## src/design/crwt_pkg.sv

```systemverilog
`timescale 1ns / 1ps

package crwt_pkg;

    // Geometry
    localparam int SLOTS            = 64;
    localparam int REGS_PER_CHANNEL = 32;
    localparam int CH_W             = 6;
    localparam int REG_W            = 5;
    localparam int DATA_W           = 16;
    localparam int TBL_W            = 8;
    localparam int LVL_DEPTH        = 256;
    localparam int BASE_W           = 21;
    localparam int ADDR_W           = 23;
    localparam int HI_W             = ADDR_W - DATA_W;

    // Request codes of an input item
    typedef enum logic [1:0] {
        REQ_CMD      = 2'd0,
        REQ_LVL_LOAD = 2'd1,
        REQ_CH_LOAD  = 2'd2
    } t_req;

    // Configuration register indexes (byte address 4*index)
    typedef enum logic [1:0] {
        CFG_ABS_MODE    = 2'd0,
        CFG_SAMPLE_BASE = 2'd1,
        CFG_LVL_EN      = 2'd2,
        CFG_LVL_REG     = 2'd3
    } t_cfg_addr;

    typedef struct packed {
        logic              abs_mode;
        logic [BASE_W-1:0] sample_base;
        logic              lvl_en;
        logic [REG_W-1:0]  lvl_reg;
    } t_cfg;

    // Work for one command word, handed from the front stage to the result stage
    typedef struct packed {
        logic              has_first;
        logic              has_second;
        logic [REG_W-1:0]  reg_index;
        logic [DATA_W-1:0] data;
        logic              lookup;
        logic              end_first;
        logic [DATA_W-1:0] head_word;
    } t_item;

    typedef struct packed {
        logic             head_pending;
        logic [REG_W-1:0] word_pos;
    } t_front_status;

    typedef struct packed {
        logic valid;
        logic second;
    } t_out_status;

endpackage

```

## src/design/channel_register_write_translator_unit.sv

```systemverilog
`timescale 1ns / 1ps

// Channel     Direction  Handshake               Payload
// in          input      i_in_valid / o_in_stall  req_type, slot, start_reg, value, last,
//                                                 table_index, table_data
// out         output     o_out_valid / i_out_stall channel, register_index, data,
//                                                 end_of_command
// config      input      APB (psel/penable/...)   four registers at byte address 4*index
//
// An item is taken in every cycle unless a result stays in the result register. The last
// word of a command that started at register 0 also keeps it for the deferred head write
// when that word brings a write of its own. Table reads and the translated word register
// at the accepting edge, and the first write is offered in the following cycle.
// Reset is synchronous, active low; the tables are not cleared.
// A stalled result holds the result register and stalls the input in the same cycle.

module channel_register_write_translator_unit (
    input  logic        i_clk,
    input  logic        i_rst_n,
    // Input channel
    input  logic        i_in_valid,
    output logic        o_in_stall,
    input  logic [1:0]  i_req_type,
    input  logic [5:0]  i_slot,
    input  logic [4:0]  i_start_reg,
    input  logic [15:0] i_value,
    input  logic        i_last,
    input  logic [7:0]  i_table_index,
    input  logic [7:0]  i_table_data,
    // Output channel
    output logic        o_out_valid,
    input  logic        i_out_stall,
    output logic [5:0]  o_channel,
    output logic [4:0]  o_register_index,
    output logic [15:0] o_data,
    output logic        o_end_of_command,
    // Configuration port
    input  logic        psel,
    input  logic        penable,
    input  logic        pwrite,
    input  logic [3:0]  paddr,
    input  logic [31:0] pwdata,
    output logic [31:0] prdata,
    output logic        pready
);

    crwt_pkg::t_cfg                 r_cfg;
    crwt_pkg::t_item                w_item;
    crwt_pkg::t_front_status        w_front_st;
    crwt_pkg::t_out_status          w_out_st;
    crwt_pkg::t_cfg_addr            w_cfg_addr;
    logic                           w_cfg_write;
    logic                           w_in_accept;
    logic                           w_load;
    logic [crwt_pkg::CH_W-1:0]      w_ch_rd;
    logic [crwt_pkg::TBL_W-1:0]     w_lvl_rd;

    assign pready      = 1'b1;
    assign w_cfg_addr  = crwt_pkg::t_cfg_addr'(paddr[3:2]);
    assign w_cfg_write = psel && penable && pwrite && pready;
    assign w_in_accept = i_in_valid && !o_in_stall;

    // Configuration registers
    always_ff @(posedge i_clk) begin
        if (!i_rst_n) begin
            r_cfg.abs_mode    <= 1'b0;
            r_cfg.sample_base <= '0;
            r_cfg.lvl_en      <= 1'b0;
            r_cfg.lvl_reg     <= crwt_pkg::REG_W'(10);
        end else if (w_cfg_write) begin
            unique case (w_cfg_addr)
                crwt_pkg::CFG_ABS_MODE:    r_cfg.abs_mode    <= pwdata[0];
                crwt_pkg::CFG_SAMPLE_BASE: r_cfg.sample_base <= pwdata[crwt_pkg::BASE_W-1:0];
                crwt_pkg::CFG_LVL_EN:      r_cfg.lvl_en      <= pwdata[0];
                crwt_pkg::CFG_LVL_REG:     r_cfg.lvl_reg     <= pwdata[crwt_pkg::REG_W-1:0];
                default: ;
            endcase
        end
    end

    // Register readback
    always_comb begin
        unique case (w_cfg_addr)
            crwt_pkg::CFG_ABS_MODE:    prdata = 32'(r_cfg.abs_mode);
            crwt_pkg::CFG_SAMPLE_BASE: prdata = 32'(r_cfg.sample_base);
            crwt_pkg::CFG_LVL_EN:      prdata = 32'(r_cfg.lvl_en);
            crwt_pkg::CFG_LVL_REG:     prdata = 32'(r_cfg.lvl_reg);
            default:                   prdata = '0;
        endcase
    end

    crwt_front u_front (
        .i_clk         (i_clk),
        .i_rst_n       (i_rst_n),
        .i_accept      (w_in_accept),
        .i_req_type    (i_req_type),
        .i_slot        (i_slot),
        .i_start_reg   (i_start_reg),
        .i_value       (i_value),
        .i_last        (i_last),
        .i_table_index (i_table_index),
        .i_table_data  (i_table_data),
        .i_cfg         (r_cfg),
        .o_load        (w_load),
        .o_item        (w_item),
        .o_ch_rd       (w_ch_rd),
        .o_lvl_rd      (w_lvl_rd),
        .o_status      (w_front_st)
    );

    crwt_out u_out (
        .i_clk            (i_clk),
        .i_rst_n          (i_rst_n),
        .i_load           (w_load),
        .i_item           (w_item),
        .i_ch_rd          (w_ch_rd),
        .i_lvl_rd         (w_lvl_rd),
        .i_out_stall      (i_out_stall),
        .o_busy           (o_in_stall),
        .o_out_valid      (o_out_valid),
        .o_channel        (o_channel),
        .o_register_index (o_register_index),
        .o_data           (o_data),
        .o_end_of_command (o_end_of_command),
        .o_status         (w_out_st)
    );

    // A result held by a stall leaves no room for a new item
    a_stall_blocks_input: assert property (@(posedge i_clk) disable iff (!i_rst_n)
        o_out_valid && i_out_stall |-> o_in_stall)
        else $error("item accepted while a stalled result holds the result stage");

    // The last word of a command clears the command progress
    a_last_clears: assert property (@(posedge i_clk) disable iff (!i_rst_n)
        w_in_accept && (crwt_pkg::t_req'(i_req_type) == crwt_pkg::REQ_CMD) && i_last
        |=> (w_front_st.word_pos == '0) && !w_front_st.head_pending)
        else $error("command progress not cleared after the last word");

    // The deferred head write targets register 0 and ends its command
    a_head_write: assert property (@(posedge i_clk) disable iff (!i_rst_n)
        w_out_st.valid && w_out_st.second |-> (o_register_index == '0) && o_end_of_command)
        else $error("deferred head write has wrong register or end mark");

endmodule

```

## src/design/crwt_front.sv

```systemverilog
`timescale 1ns / 1ps

module crwt_front (
    input  logic                          i_clk,
    input  logic                          i_rst_n,
    input  logic                          i_accept,
    input  logic [1:0]                    i_req_type,
    input  logic [5:0]                    i_slot,
    input  logic [4:0]                    i_start_reg,
    input  logic [15:0]                   i_value,
    input  logic                          i_last,
    input  logic [7:0]                    i_table_index,
    input  logic [7:0]                    i_table_data,
    input  crwt_pkg::t_cfg                i_cfg,
    output logic                          o_load,
    output crwt_pkg::t_item               o_item,
    output logic [crwt_pkg::CH_W-1:0]     o_ch_rd,
    output logic [crwt_pkg::TBL_W-1:0]    o_lvl_rd,
    output crwt_pkg::t_front_status       o_status
);

    // Command progress
    logic [crwt_pkg::DATA_W-1:0] r_held;
    logic [crwt_pkg::DATA_W-1:0] n_held;
    logic                        r_head_pending;
    logic                        n_head_pending;
    logic [crwt_pkg::REG_W-1:0]  r_word_pos;
    logic [crwt_pkg::REG_W-1:0]  n_word_pos;

    // Tables
    logic [crwt_pkg::TBL_W-1:0]  lvl_mem [0:crwt_pkg::LVL_DEPTH-1];
    logic [crwt_pkg::CH_W-1:0]   ch_mem  [0:crwt_pkg::SLOTS-1];
    logic [crwt_pkg::TBL_W-1:0]  r_lvl_rd;
    logic [crwt_pkg::CH_W-1:0]   r_ch_rd;

    logic                        w_is_cmd;
    logic                        w_is_lvl_load;
    logic                        w_is_ch_load;
    logic                        w_hold;
    logic                        w_rebase;
    logic [crwt_pkg::REG_W:0]    w_reg_sum;
    logic [crwt_pkg::ADDR_W-1:0] w_abs;
    logic [crwt_pkg::DATA_W-1:0] w_data;
    logic [crwt_pkg::CH_W-1:0]   w_slot_idx;
    crwt_pkg::t_item             w_item;

    // Decode request
    assign w_is_cmd      = crwt_pkg::t_req'(i_req_type) == crwt_pkg::REQ_CMD;
    assign w_is_lvl_load = crwt_pkg::t_req'(i_req_type) == crwt_pkg::REQ_LVL_LOAD;
    assign w_is_ch_load  = crwt_pkg::t_req'(i_req_type) == crwt_pkg::REQ_CH_LOAD;

    // Clamp slot into the channel table
    assign w_slot_idx = ({1'b0, i_slot} >= 7'(crwt_pkg::SLOTS))
                      ? crwt_pkg::CH_W'(crwt_pkg::SLOTS - 1) : i_slot;

    // Translate one command word
    always_comb begin
        w_hold    = (r_word_pos == '0) && (i_start_reg == '0);
        w_reg_sum = {1'b0, i_start_reg} + {1'b0, r_word_pos};
        w_rebase  = r_head_pending && (r_word_pos == crwt_pkg::REG_W'(1)) && !i_cfg.abs_mode;
        w_abs     = crwt_pkg::ADDR_W'(i_cfg.sample_base)
                  + {r_held[crwt_pkg::HI_W-1:0], i_value};
        w_data    = w_rebase ? w_abs[crwt_pkg::DATA_W-1:0] : i_value;

        n_held = r_held;
        if (w_hold) begin
            n_held = i_value;
        end else if (w_rebase) begin
            n_held = {r_held[crwt_pkg::DATA_W-1:crwt_pkg::HI_W],
                      w_abs[crwt_pkg::ADDR_W-1:crwt_pkg::DATA_W]};
        end
        n_head_pending = r_head_pending || w_hold;
        n_word_pos     = r_word_pos + crwt_pkg::REG_W'(1);

        w_item.has_first  = !w_hold;
        w_item.has_second = i_last && n_head_pending;
        w_item.reg_index  = crwt_pkg::REG_W'(w_reg_sum % crwt_pkg::REGS_PER_CHANNEL);
        w_item.data       = w_data;
        w_item.lookup     = i_cfg.lvl_en && (w_item.reg_index == i_cfg.lvl_reg);
        w_item.end_first  = i_last && !r_head_pending;
        w_item.head_word  = n_held;
    end

    assign o_load = i_accept && w_is_cmd && (w_item.has_first || w_item.has_second);
    assign o_item = w_item;

    // Advance command progress; clear at the end of a command
    always_ff @(posedge i_clk) begin
        if (!i_rst_n) begin
            r_held         <= '0;
            r_head_pending <= 1'b0;
            r_word_pos     <= '0;
        end else if (i_accept && w_is_cmd) begin
            r_held <= n_held;
            if (i_last) begin
                r_head_pending <= 1'b0;
                r_word_pos     <= '0;
            end else begin
                r_head_pending <= n_head_pending;
                r_word_pos     <= n_word_pos;
            end
        end
    end

    // Level table: load and registered lookup
    always_ff @(posedge i_clk) begin
        if (i_accept && w_is_lvl_load) begin
            lvl_mem[i_table_index] <= i_table_data;
        end
        if (o_load) begin
            r_lvl_rd <= lvl_mem[w_data[crwt_pkg::TBL_W-1:0]];
        end
    end

    // Channel table: load and registered lookup
    always_ff @(posedge i_clk) begin
        if (i_accept && w_is_ch_load
                && ({1'b0, i_table_index} < 9'(crwt_pkg::SLOTS))) begin
            ch_mem[i_table_index[crwt_pkg::CH_W-1:0]] <= i_table_data[crwt_pkg::CH_W-1:0];
        end
        if (o_load) begin
            r_ch_rd <= ch_mem[w_slot_idx];
        end
    end

    assign o_ch_rd  = r_ch_rd;
    assign o_lvl_rd = r_lvl_rd;

    assign o_status.head_pending = r_head_pending;
    assign o_status.word_pos     = r_word_pos;

endmodule

```

## src/design/crwt_out.sv

```systemverilog
`timescale 1ns / 1ps

module crwt_out (
    input  logic                          i_clk,
    input  logic                          i_rst_n,
    input  logic                          i_load,
    input  crwt_pkg::t_item               i_item,
    input  logic [crwt_pkg::CH_W-1:0]     i_ch_rd,
    input  logic [crwt_pkg::TBL_W-1:0]    i_lvl_rd,
    input  logic                          i_out_stall,
    output logic                          o_busy,
    output logic                          o_out_valid,
    output logic [5:0]                    o_channel,
    output logic [4:0]                    o_register_index,
    output logic [15:0]                   o_data,
    output logic                          o_end_of_command,
    output crwt_pkg::t_out_status         o_status
);

    crwt_pkg::t_item r_item;
    logic            r_valid;
    logic            r_second;
    logic            w_drain;
    logic            w_done;

    assign w_drain = r_valid && !i_out_stall;
    assign w_done  = w_drain && (r_second || !r_item.has_second);
    assign o_busy  = r_valid && !w_done;

    // Hold the item; step from its register write to the deferred head write
    always_ff @(posedge i_clk) begin
        if (!i_rst_n) begin
            r_valid  <= 1'b0;
            r_second <= 1'b0;
        end else if (i_load) begin
            r_valid  <= 1'b1;
            r_second <= !i_item.has_first;
        end else if (w_done) begin
            r_valid  <= 1'b0;
        end else if (w_drain) begin
            r_second <= 1'b1;
        end
    end

    always_ff @(posedge i_clk) begin
        if (i_load) begin
            r_item <= i_item;
        end
    end

    // Select the result shown on the port
    always_comb begin
        o_out_valid = r_valid;
        o_channel   = i_ch_rd;
        if (r_second) begin
            o_register_index = '0;
            o_data           = r_item.head_word;
            o_end_of_command = 1'b1;
        end else begin
            o_register_index = r_item.reg_index;
            o_data           = r_item.lookup
                             ? {r_item.data[crwt_pkg::DATA_W-1:crwt_pkg::TBL_W], i_lvl_rd}
                             : r_item.data;
            o_end_of_command = r_item.end_first;
        end
    end

    assign o_status.valid  = r_valid;
    assign o_status.second = r_second;

endmodule

```

## config.mk

```make
export PLATFORM = sky130hd
export DESIGN_NAME = channel_register_write_translator_unit
export DESIGN_NICKNAME = d
export VERILOG_FILES = /design/src/design/crwt_pkg.sv /design/src/design/channel_register_write_translator_unit.sv /design/src/design/crwt_front.sv /design/src/design/crwt_out.sv
export SDC_FILE = /design/constraint.sdc
export NUM_CORES = 2
export LEC_CHECK = 0
export BUFFER_PORTS_ARGS = -buffer_cell sky130_fd_sc_hd__buf_2
export CAP_MARGIN = 20
export CORE_ASPECT_RATIO = 1.2
export CORE_MARGIN = 5
export CORE_UTILIZATION = 50
export CTS_BUF_LIST = sky130_fd_sc_hd__clkbuf_4
export CTS_CLUSTER_DIAMETER = 30
export DETAILED_ROUTE_END_ITERATION = 10
export GPL_TIMING_DRIVEN = 0
export MAX_ROUTING_LAYER = met4
export PLACE_DENSITY = 0.62
export SLEW_MARGIN = 20
export SYNTH_ARGS = -nofsm -noshare
export SYNTH_HDL_FRONTEND = slang
export SYNTH_SLANG_ARGS = --single-unit
```

## constraint.sdc

```tcl
create_clock -name i_clk -period 7.05 [get_ports i_clk]
set_input_delay 0.3525 -clock i_clk [delete_from_list [all_inputs] [get_ports i_clk]]
set_output_delay 0.3525 -clock i_clk [all_outputs]
set_load 0.005 [all_outputs]
```

==> flow_summary.toml <==
[timing]
hold_violations = 0
tns_ns = 0
rsz0062_at_grt = "no"
setup_viol = 0
fin_crit_sh_pct = 94.8
layout_setup_ws_ns = 0.366
hold_slack_ns = 0.133
fmax_mhz = 150
fin_crit_ns = 6.68
slew_headroom_pct = 8.39
final_max_slew_viol_count = 0
tightest_slew_ns = 1.37
finClkSkew_ns = 0.0803

[run_status]
status = "finished clean"

[route]
viasPerCell = 6.17
route.final.wire_length_um = 373000
ant_nets = 0
post-route-drc-count = 0
first_pass_iters = 6
vias = 71400
wl_per_cell_um = 32.2
drtIter0Drc = 10000

[cts]
htree_levels = 6
clk_path_buf_depth = 4
cts.clk_slew.worst_paths_ns = 0.06
cts_buffers = 652
tritoncts = "built"
cts_num_sinks = 2538
clk-insertion-delay-late_ns = 1.52
root_buffer = "clkbuf_4"

[global_route]
overflow = 0
grt_pass1_wl_um = 512000
antenna_found_initial = 36
grt_pass1_vias = 69600
grt_max_degree = 133
grt_usage_pct = 35.0

[yosys]
synth.ff_latch_count = 2538
ys_warn_count = 0
yosysUniqueCellTypes = 76
synthMostInstantiatedCell = "edfxtp_1"
syn_inst = 7309
ys_seq_area_share_pct = 73.4
yosysTopAreaCell = "edfxtp_1"
dominantRegCellSynth = "edfxtp_1"
synth_common_cells = "edfxtp_1, nand2_1, nor2_1"
synth-edff-count = 2486
avgSynthCellArea_um2 = 14.1
synth_top_cells_by_area = "edfxtp_1, nand2_1, mux4_2"
ys_async_sr_fraction_pct = 0
netlist_area_um2 = 103000
yosys.area.top_type_share_pct = 72.4

[worst_setup_path]
cp.required_ns = 8.20
worstSetupPathType = "reg -> reg"
crit_path_end_kind = "register"
cp-start-kind = "register"
worstPathMaxFanout = 10
arrival_ns = 7.83

[placement]
dp_hpwl_um = 261000
routabilityCongestion = 1.06
pre_cts_slack_ns = 0.688
port_buffers = 118
dpl_cell_area_um2 = 108000

[die]
core_area_um2 = 205000
die-area_um2 = 215000
start_util_pct = 50.2
rows = 182
fp.dieW_um = 425
io_pins = 152
die_h_um = 507

[cells_and_area]
area_growth_pct = 14.9
layout.nets = 8446
stdcell_area_um2 = 118000
drive_gt1_share_pct = 18.8

[pwr]
seqPwrFrac_pct = 52.6
p_per_area_nw_per_um2 = 266
comb_power_share_pct = 7.0
p_int_uw = 23900
p_leak_uw = 0.0405
sw_frac_of_total_pct = 24.2
power.share.clock_pct = 40.4
power_switching_uw = 7620
peakVddDrop_mv = 0.212

[hold_path]
min_path_type = "in -> reg"

[job]
max-cap-violations = 0
[area by class of cell]
| class | instances | area [µm²] |
|---|---|---|
| clock buffers | 923 | 6930 |
| repair buffers | 354 | 3560 |
| plain buffers | 520 | 2490 |
| flip-flops and latches | 2538 | 75700 |
| clock inverters | 166 | 1190 |
| inverters | 15 | 61.3 |
| fillers | 16700 | 86700 |
| well taps | 2760 | 3450 |
| diodes | 47 | 118 |
| multi-input cells | 4246 | 25000 |
[worst paths after layout]
path                                            from                         endpoint  slack [ns]  depth (start not counted)
hold reg to reg      u_front.r_held[10]$_SDFFE_PN0P_  u_front.r_held[10]$_SDFFE_PN0P_        0.47                          2
hold / removal                        i_start_reg[4]   u_front.r_held[6]$_SDFFE_PN0P_        0.13                          6
setup / recovery  u_front.r_word_pos[1]$_SDFFE_PN0P_    u_front.o_lvl_rd[3]$_DFFE_PP_        0.37                         14
setup reg to reg  u_front.r_word_pos[1]$_SDFFE_PN0P_    u_front.o_lvl_rd[3]$_DFFE_PP_        0.37                         14
[kinds of logic (layout without fill, tap and decap cells)]
kind of cell	Yosys count	count (layout)	synth area share (%)
compound gates	1003	1003	6.87
fa+ha+maj	30	30	0.379
flops	2538	2538	73.4
other cells	2	59	0.00728
xor+xnor	26	26	0.221
simple gates	2965	2965	12.5
mux	210	210	4.15
buf+inv	535	1978	2.46
[registers in the layout, indices dropped and copies added, names as in the netlist]
signal / cells
r_cfg: 28
u_front.ch_mem: 384
u_front.lvl_mem: 2048
u_front.o_ch_rd: 6
u_front.o_lvl_rd: 8
u_front.r_head_pending: 1
u_front.r_held: 16
u_front.r_word_pos: 5
u_out.o_out_valid: 1
u_out.r_item: 40
u_out.r_second: 1
[per-layer routing]
metal  GRT usage (%)  vias to the layer above  wire (µm)
met2            53.7                     4546     174000
met1            41.9                    35500     132000
met4            22.5                        0      27700
li1                -                    30200          -
met3            8.25                     1093      38400
met5               -                        -          0
[stage by stage]
stage	instances	utilization (%)	total power, µW
floorplan	7319	-	17800
global placement	10200	52.2	18900
detailed placement	10200	52.7	18900
CTS	11500	57.7	31500
global route	11600	57.7	32500
finish	11600	57.8	31500
[power groups by stage]
stage | combinational [µW] | sequential [µW] | clock, µW
finish | 2200 | 16600 | 12700
global route | 2240 | 16600 | 13700
CTS | 2130 | 16600 | 12800
detailed placement | 2040 | 16900 | 0
global placement | 1950 | 17000 | 0
floorplan | 909 | 16900 | 0
[cells in the final DEF, fill, tap and decap left out, types with 78 or more instances in the layout]
cell type	count
nand3_1	309
dlygate4sd3_1	196
a21oi_1	130
clkinv_1	108
edfxtp_1	2486
mux4_2	171
clkbuf_4	923
clkbuf_1	230
buf_2	312
a211oi_1	201
nor2_1	359
nor3_1	78
and3_1	343
a311oi_1	217
a31oi_1	181
nand2_1	1732
[worst max-delay path: stages, from the launching register on]
cell	delay [ns]
dfxtp_1	0.46
inv_1	0.11
ha_1	0.21
and3b_1	0.20
nand2_2	0.18
mux2i_4	0.76
buf_6	0.44
buf_4	0.31
buf_4	0.30
clkbuf_1	0.93
a31oi_1	0.19
o21ai_0	0.84
a2bb2oi_1	0.41
a311oi_1	0.83
nor4b_2	0.16
[timing repair]
| action | CTS | global route |
|---|---|---|
| gates resized for setup | 0 | 0 |
| hold buffers | 202 | 0 |
| hold endpoints to repair | 3559 | 0 |
| setup buffers | 0 | 0 |
No activity file was read; power rests on OpenSTA's default activity.
